**src/rtl/core/vertex_face_adjacency_builder_macros.svh**
```systemverilog
// ----------------------------------------------------------------------------
// Assertion macros for the vertex face adjacency builder
// Concurrent checks sampled on clock, switched off while reset is high.
// ----------------------------------------------------------------------------
`ifndef VERTEX_FACE_ADJACENCY_BUILDER_MACROS_SVH
`define VERTEX_FACE_ADJACENCY_BUILDER_MACROS_SVH

// Consequent must hold in the same cycle as the antecedent.
`define VFAB_ASSERT_HOLDS(label, ante, cons, msg) \
   label: assert property (@(posedge clock) disable iff (reset) (ante) |-> (cons)) \
      else $error(msg);

// Consequent must hold in the cycle after the antecedent.
`define VFAB_ASSERT_NEXT(label, ante, cons, msg) \
   label: assert property (@(posedge clock) disable iff (reset) (ante) |=> (cons)) \
      else $error(msg);

`endif

```
**src/rtl/core/vfab_pkg.sv**
```systemverilog
// ----------------------------------------------------------------------------
// vfab_pkg
// Sizes, codes and controller/datapath interface types of the vertex face
// adjacency builder.
// ----------------------------------------------------------------------------
package vfab_pkg;

   localparam int MAX_VERTICES       = 1024;
   localparam int MAX_CORNER_ENTRIES = 4096;
   localparam int MAX_CORNERS        = 8;
   localparam int MIN_CORNERS        = 3;

   localparam int VERT_W    = $clog2(MAX_VERTICES);
   localparam int NV_W      = VERT_W + 1;
   localparam int ENTRY_AW  = $clog2(MAX_CORNER_ENTRIES);
   localparam int COUNT_W   = ENTRY_AW + 1;
   localparam int OFFSET_AW = $clog2(MAX_VERTICES + 1);
   localparam int FACE_W    = ENTRY_AW;
   localparam int PIF_W     = $clog2(MAX_CORNERS);

   // Field widths of the stream items and registers.
   localparam int FUNC_W      = 3;
   localparam int INDEX_W     = 13;
   localparam int VALUE_W     = 13;
   localparam int STAT_W      = 3;
   localparam int VT_W        = 11;
   localparam int CPF_W       = 4;
   localparam int REQ_TDATA_W = 24;
   localparam int RSP_TDATA_W = 16;
   localparam int CSR_IDX_W   = 1;
   localparam int CSR_DATA_W  = 11;

   localparam logic [CSR_IDX_W-1:0] CSR_VERTEX_TOTAL     = 1'b0;
   localparam logic [CSR_IDX_W-1:0] CSR_CORNERS_PER_FACE = 1'b1;

   typedef enum logic [FUNC_W-1:0] {
      FUNC_CLEAR    = 3'd0,
      FUNC_APPEND   = 3'd1,
      FUNC_BUILD    = 3'd2,
      FUNC_READ_OFF = 3'd3,
      FUNC_READ_ADJ = 3'd4
   } func_type;

   typedef enum logic [STAT_W-1:0] {
      STAT_OK        = 3'd0,
      STAT_VERTEX    = 3'd1,
      STAT_FULL      = 3'd2,
      STAT_INDEX     = 3'd3,
      STAT_NOT_BUILT = 3'd4,
      STAT_PARTIAL   = 3'd5
   } stat_type;

   // Datapath operations issued by the controller, one per cycle.
   typedef enum logic [3:0] {
      OP_NONE,
      OP_LOAD,
      OP_CHECK,
      OP_WIPE,
      OP_APP_WR,
      OP_SCAN,
      OP_DECIDE,
      OP_PREFIX,
      OP_SC_CUR,
      OP_SC_WR,
      OP_SEAL,
      OP_FINISH
   } op_type;

   typedef struct packed {
      logic [FUNC_W-1:0] func;
      logic              chk_ok;
      logic              wipe_last;
      logic              scan_done;
      logic              build_err;
      logic              prefix_done;
      logic              at_count;
      logic              built;
   } dp_sts_type;

endpackage

```
**src/rtl/core/vfab_ctrl.sv**
```systemverilog
// ----------------------------------------------------------------------------
// vfab_ctrl
// Sequencer of the adjacency builder: decodes each request and steps the
// datapath through the count sweep, append, read and build passes.
// ----------------------------------------------------------------------------
module vfab_ctrl import vfab_pkg::*; (
   input  logic       clock,
   input  logic       reset,
   input  logic       req_tvalid,
   output logic       req_tready,
   output logic       rsp_tvalid,
   input  logic       rsp_tready,
   output op_type     dp_cmd,
   input  dp_sts_type dp_sts
);

   typedef enum logic [3:0] {
      ST_WIPE,
      ST_IDLE,
      ST_DISPATCH,
      ST_APP_RD,
      ST_APP_WR,
      ST_READ,
      ST_SCAN,
      ST_DECIDE,
      ST_PREFIX,
      ST_SC_RD,
      ST_SC_CUR,
      ST_SC_WR,
      ST_FINISH
   } state_type;

   state_type state_ff, state_in;
   logic      rsp_valid_ff, rsp_valid_in;
   logic      from_clear_ff, from_clear_in;

   always_comb begin
      state_in      = state_ff;
      from_clear_in = from_clear_ff;
      rsp_valid_in  = rsp_valid_ff && !rsp_tready;
      dp_cmd        = OP_NONE;
      case (state_ff)
         ST_WIPE: begin
            dp_cmd = OP_WIPE;
            if (dp_sts.wipe_last) begin
               state_in = from_clear_ff ? ST_FINISH : ST_IDLE;
            end
         end
         ST_IDLE: begin
            if (req_tvalid) begin
               dp_cmd   = OP_LOAD;
               state_in = ST_DISPATCH;
            end
         end
         ST_DISPATCH: begin
            dp_cmd        = OP_CHECK;
            from_clear_in = (dp_sts.func == FUNC_CLEAR);
            case (dp_sts.func)
               FUNC_CLEAR:                  state_in = ST_WIPE;
               FUNC_APPEND:                 state_in = dp_sts.chk_ok ? ST_APP_RD : ST_FINISH;
               FUNC_BUILD:                  state_in = ST_SCAN;
               FUNC_READ_OFF, FUNC_READ_ADJ: state_in = dp_sts.chk_ok ? ST_READ : ST_FINISH;
               default:                     state_in = ST_FINISH;
            endcase
         end
         ST_APP_RD: begin
            state_in = ST_APP_WR;
         end
         ST_APP_WR: begin
            dp_cmd   = OP_APP_WR;
            state_in = ST_FINISH;
         end
         ST_READ: begin
            state_in = ST_FINISH;
         end
         ST_SCAN: begin
            dp_cmd = OP_SCAN;
            if (dp_sts.scan_done) begin
               state_in = ST_DECIDE;
            end
         end
         ST_DECIDE: begin
            dp_cmd   = OP_DECIDE;
            state_in = dp_sts.build_err ? ST_FINISH : ST_PREFIX;
         end
         ST_PREFIX: begin
            dp_cmd = OP_PREFIX;
            if (dp_sts.prefix_done) begin
               state_in = ST_SC_RD;
            end
         end
         ST_SC_RD: begin
            if (dp_sts.at_count) begin
               dp_cmd   = OP_SEAL;
               state_in = ST_FINISH;
            end else begin
               state_in = ST_SC_CUR;
            end
         end
         ST_SC_CUR: begin
            dp_cmd   = OP_SC_CUR;
            state_in = ST_SC_WR;
         end
         ST_SC_WR: begin
            dp_cmd   = OP_SC_WR;
            state_in = ST_SC_RD;
         end
         ST_FINISH: begin
            // The result register must be empty or emptying this cycle.
            if (!rsp_valid_ff || rsp_tready) begin
               dp_cmd       = OP_FINISH;
               rsp_valid_in = 1'b1;
               state_in     = ST_IDLE;
            end
         end
         default: begin
            state_in = ST_IDLE;
         end
      endcase
   end

   always_ff @(posedge clock) begin
      if (reset) begin
         state_ff      <= ST_WIPE;
         rsp_valid_ff  <= 1'b0;
         from_clear_ff <= 1'b0;
      end else begin
         state_ff      <= state_in;
         rsp_valid_ff  <= rsp_valid_in;
         from_clear_ff <= from_clear_in;
      end
   end

   assign req_tready = (state_ff == ST_IDLE);
   assign rsp_tvalid = rsp_valid_ff;

endmodule

```
**config.mk**
```make
export PLATFORM = sky130hd
export DESIGN_NAME = vfab_ctrl
export DESIGN_NICKNAME = d
export VERILOG_FILES = /design/src/rtl/core/vertex_face_adjacency_builder_macros.svh /design/src/rtl/core/vfab_pkg.sv /design/src/rtl/core/vfab_ctrl.sv
export SDC_FILE = /design/constraint.sdc
export NUM_CORES = 1
export LEC_CHECK = 0
export BUFFER_PORTS_ARGS = -buffer_cell sky130_fd_sc_hd__buf_2
export CORE_UTILIZATION = 45
export CTS_BUF_LIST = sky130_fd_sc_hd__clkbuf_4 sky130_fd_sc_hd__clkbuf_8
export DETAILED_ROUTE_END_ITERATION = 16
export MAX_ROUTING_LAYER = met4
export PLACE_DENSITY = 0.73
export SLEW_MARGIN = 20
export SYNTH_ARGS = -nofsm -noshare
export SYNTH_HDL_FRONTEND = slang
export SYNTH_SLANG_ARGS = --single-unit
```
**constraint.sdc**
```tcl
create_clock -name clock -period 1.4 [get_ports clock]
set_clock_uncertainty 0.15 [all_clocks]
set_input_delay 0.28 -clock clock [delete_from_list [all_inputs] [get_ports clock]]
set_output_delay 0.28 -clock clock [all_outputs]
set_load 0.1 [all_outputs]
```
==> metrics.cfg, run 1 <==
[run_status]
run_status = stopped before the end
lastStage = 4_1_cts
error = [ERROR DPL-0038] Utilization greater than 100%, impossible to legalize

[die]
die_height_um = 40.1
start_util_pct = 49.1
ios = 20
die_width_um = 40.1
rows = 13

[clock_network]
cts.path.max_buffers = 2
root_buffer = clkbuf_4
numCtsBuffers = 3
h-tree-depth = 1
holdBufCountCts = 0
cts.sinks = 6
cts_setup_buffers = 13
postCtsResizedCells = 45

[synth]
synth_seq_cells = 6
syn_area_sq_um = 654
synth_nets = 107
synth_cells = 93
synth.area.top_cells = dfxtp_1 18%, a21oi_1 9.9%, nor2_1 8.0%
ys_seq_area_share_pct = 18.4
async_reset_ff_share_pct = 0
yosys_most_used_dff = dfxtp_1
synth_warnings = 0
synth_top_cell_by_area = dfxtp_1
synth_top_area_share_pct = 18.4
netlist_top_cells_count = 14 x nor2_1, 13 x a21oi_1, 6 x dfxtp_1
avgSynthCellArea_sq_um = 7.04
synth_cell_types = 37
synth_edf_count = 0
synth_most_common_cell = nor2_1

[placement]
hpwl_um = 1660
gp_congestion = 0.848
portBuffers = 18

per-stage QoR:
step | cells | hold WS, ns | util, % | worst slack [ns] | cell area (sq um)
floorplan | 93 | 0.193 | - | -0.434 | 742
detailed placement | 147 | 0.388 | 79.8 | -0.396 | 1060
global placement | 147 | 0.380 | 79.8 | -0.379 | 1060
cells by family after synthesis:
logic type / count (synthesis) / share of synthesized area, %
DFF: 6 / 18.4
buffers and inverters: 10 / 8.99
AOI/OAI and AO/OA: 33 / 35.2
and+or+nand+nor: 41 / 32.9
muxes: 3 / 4.59
==> run 2, diff against run 1 <==
--- a/config.mk
+++ b/config.mk
@@ -6,11 +6,10 @@
 export NUM_CORES = 1
 export LEC_CHECK = 0
 export BUFFER_PORTS_ARGS = -buffer_cell sky130_fd_sc_hd__buf_2
-export CORE_UTILIZATION = 45
-export CTS_BUF_LIST = sky130_fd_sc_hd__clkbuf_4 sky130_fd_sc_hd__clkbuf_8
+export CORE_AREA = 2 2 63 65
 export DETAILED_ROUTE_END_ITERATION = 16
-export MAX_ROUTING_LAYER = met4
-export PLACE_DENSITY = 0.73
+export DIE_AREA = 0 0 65 67
+export PLACE_DENSITY_LB_ADDON = 0.15
 export SLEW_MARGIN = 20
 export SYNTH_ARGS = -nofsm -noshare
 export SYNTH_HDL_FRONTEND = slang
==> constraint.sdc (replaced) <==
create_clock -name clock -period 1.8 [get_ports clock]
set_clock_uncertainty 0.15 [all_clocks]
set_input_delay 0.36 -clock clock [delete_from_list [all_inputs] [get_ports clock]]
set_output_delay 0.36 -clock clock [all_outputs]
set_load 0.1 [all_outputs]
==> run 2 against run 1 <==
  * Area after synthesis unchanged
  * Synthesized cell count is the same
  * The flow now finishes, with violations (setup timing)
==> metrics.cfg, run 2 <==
[worst_setup_path]
worstSetupStartpointType = register
path_max_fanout = 8
crit_slowest_cell = a221o_4
r2r_cells = 6
crit_arrival_ns = 1.45
worstSetupPathType = reg2out
reg2reg_slack_ns = 0.04
required_ns = 1.29
rr_endpoint = state_ff[2]
rr_startpoint = state_ff[3]
crit_chain = o21ai_0 -> a221o_4 -> buf_12
crit_path_end_kind = output port
worst_path_largest_cell_delay_ns = 0.48

[clock_network]
h-tree-depth = 1  ; unchanged
root_buffer = clkbuf_8
worstSkewPairLatency_ns = 0.24
cts.path.max_buffers = 2  ; unchanged
cts_tree = yes
cts.sinks = 6  ; unchanged
numCtsBuffers = 3  ; unchanged
clk_pin_slew_ns = 0.04

[synth]
syn_area_sq_um = 654  ; unchanged
synth_nets = 107  ; unchanged
ys_seq_area_share_pct = 18.4  ; unchanged
synth_cell_types = 37  ; unchanged
avgSynthCellArea_sq_um = 7.04  ; unchanged
synth_warnings = 0  ; unchanged
async_reset_ff_share_pct = 0  ; unchanged
yosys_most_used_dff = dfxtp_1
netlist_top_cells_count = 14 x nor2_1, 13 x a21oi_1, 6 x dfxtp_1
synth.area.top_cells = dfxtp_1 18%, a21oi_1 9.9%, nor2_1 8.0%
synth_top_cell_by_area = dfxtp_1
synth_top_area_share_pct = 18.4  ; unchanged
synth_most_common_cell = nor2_1
synth_seq_cells = 6  ; unchanged
synth_edf_count = 0  ; unchanged
synth_cells = 93  ; unchanged

[pwr]
swShare_pct = 51.8
power.switching_mw = 1.37
combinationalPowerShare_pct = 80.4
seqPwrFrac_pct = 11.1
p_per_area_nw_per_um2 = 2250
p_int_mw = 1.28
p_clk_share_pct = 8.5
leakage_nw = 0.456
max-vdd-ir-drop_uv = 546
power.total_mw = 2.65

[sta]
setup_viol = 4
rsz0062_at_grt = true
slew_viol_final = 0
relSlewSlack_pct = 67.9
fin_crit_ns = 1.96
setup_ws_ns = -0.155
max_freq_mhz = 511
fin_crit_sh_pct = 109
worstMarginPinSlew_ns = 0.484
hold_viol = 0

[grt]
grt-ovfl-total = 0
grt_max_degree = 17
grt_pass1_wl_um = 3500
grt_pass1_vias = 764
grt_usage_pct = 10.7
antenna_found_initial = 0

[detailed_routing]
routed-wl-met2_um = 1040
ant_nets = 0
drt-total-wl_um = 2190
vias = 826
firstDrtPassIters = 4
m1WireLength_um = 962
drc = 0
wl_met3_um = 112
drt_iter0_markers = 41
top_layer_used = met4
vias_per_cell = 4.64
post_drt_wl_per_cell_um = 12.3

[cells_and_area]
syn2layout_area_growth_pct = 79.9
nets = 145
diodes = 0
final_cell_mix = 19 x buf_4, 13 x a21oi_1, 13 x buf_2
utilization_pct = 32.7
final_common_cell = buf_4
largest_reg_flops = 4
drive_gt1_share_pct = 53.8
post-route-cell-area_sq_um = 1180
regMostFlops = state_ff

[die]
core-area_sq_um = 3610
fp.dieArea_sq_um = 4360
die_height_um = 67  ; +67%
die_width_um = 65  ; +62%
start_util_pct = 18.1  ; -31 points
ios = 20  ; unchanged
rows = 22  ; +9

[placement]
dpl_cell_area_sq_um = 1020  ; -3.9%
hpwl_um = 1650  ; -0.68%
gp_congestion = 0.826  ; -2.7%
dpl_worst_slack_ns = -0.147  ; +0.249 ns
portBuffers = 18  ; unchanged

[hold_path]
hold_end = rsp_tvalid
hold_depth = 2
worstHoldPathType = in2reg
hp-start = reset

[run_status]
run_status = finished with violations
failed_checks = setup timing

[flow_run]
maxCapViolCount = 0

==> run 2: cell counts after synthesis <==
No cell type changed its count.
==> run 2: worst max path at each step <==
stage,slack [ns],endpoint,start
after floorplan,-0.11,dp_cmd[0],rsp_tvalid
after global placement,-0.14,dp_cmd[0],rsp_tready
after detailed placement,-0.15,dp_cmd[0],rsp_tready
after CTS,-0.15,dp_cmd[0],rsp_tvalid
after global routing,-0.18,dp_cmd[0],rsp_tvalid
final,-0.16,dp_cmd[0],state_ff[0]
==> run 2: layout make-up <==
| class | count | area (sq um) |
|---|---|---|
| Clock buffer | 4 | 45.0 |
| Fill cell | 382 | 2430 |
| Inverter | 3 | 13.8 |
| Multi-Input combinational cell | 77 | 578 |
| Sequential cell | 6 | 139 |
| Tap cell | 48 | 60.1 |
| Timing Repair Buffer | 40 | 342 |
==> run 2: worst max-delay path, delay by kind of cell, from the launching register on <==
kind	cells	cell delay, ns
AOI/OAI and AO/OA	2	0.64
buffers and inverters	1	0.17
DFF	1	0.40
==> run 2: what timing repair did <==
item / CTS / global route
pin swaps: 3 / 4
setup endpoints to repair: 6 / 6
hold buffers: 0 / 0
buffers inserted: 3 / 2
gates resized for setup: 20 / 7
hold endpoints to repair: 0 / 0
==> run 2: per-layer routing <==
metal  vias up  GRT usage, %
li1        415             -
met1       383          12.2
met2        21          17.7
met3         7          3.21
met4         0          6.38
met5         -             0
==> run 2: kinds of logic after synthesis <==
logic type / after synthesis / share of synthesized area [%]
mux: 3 / 4.59
simple gates: 41 / 32.9
buf+inv: 10 / 8.99
compound gates: 33 / 35.2
flops: 6 / 18.4
==> run 2: power groups by stage <==
stage	clock (mW)	combinational, mW	sequential [mW]
6_report	0.224	2.13	0.294
5_1_grt	0.241	2.24	0.307
4_1_cts	0.228	2.07	0.283
3_5_place_dp	0	1.89	0.258
3_3_place_gp	0	1.89	0.261
2_1_floorplan	0	1.40	0.219
==> run 2: per-stage QoR <==
step                hold slack [ns]  std cells  TNS [ns]
floorplan                     0.273         93    -0.279
global placement              0.412        171    -0.186
detailed placement            0.402        171    -0.184
CTS                           0.218        177    -0.371
global route                  0.220        178    -0.634
finish                        0.210        178    -0.356
Note: power is estimated with default switching activity, not from simulation.
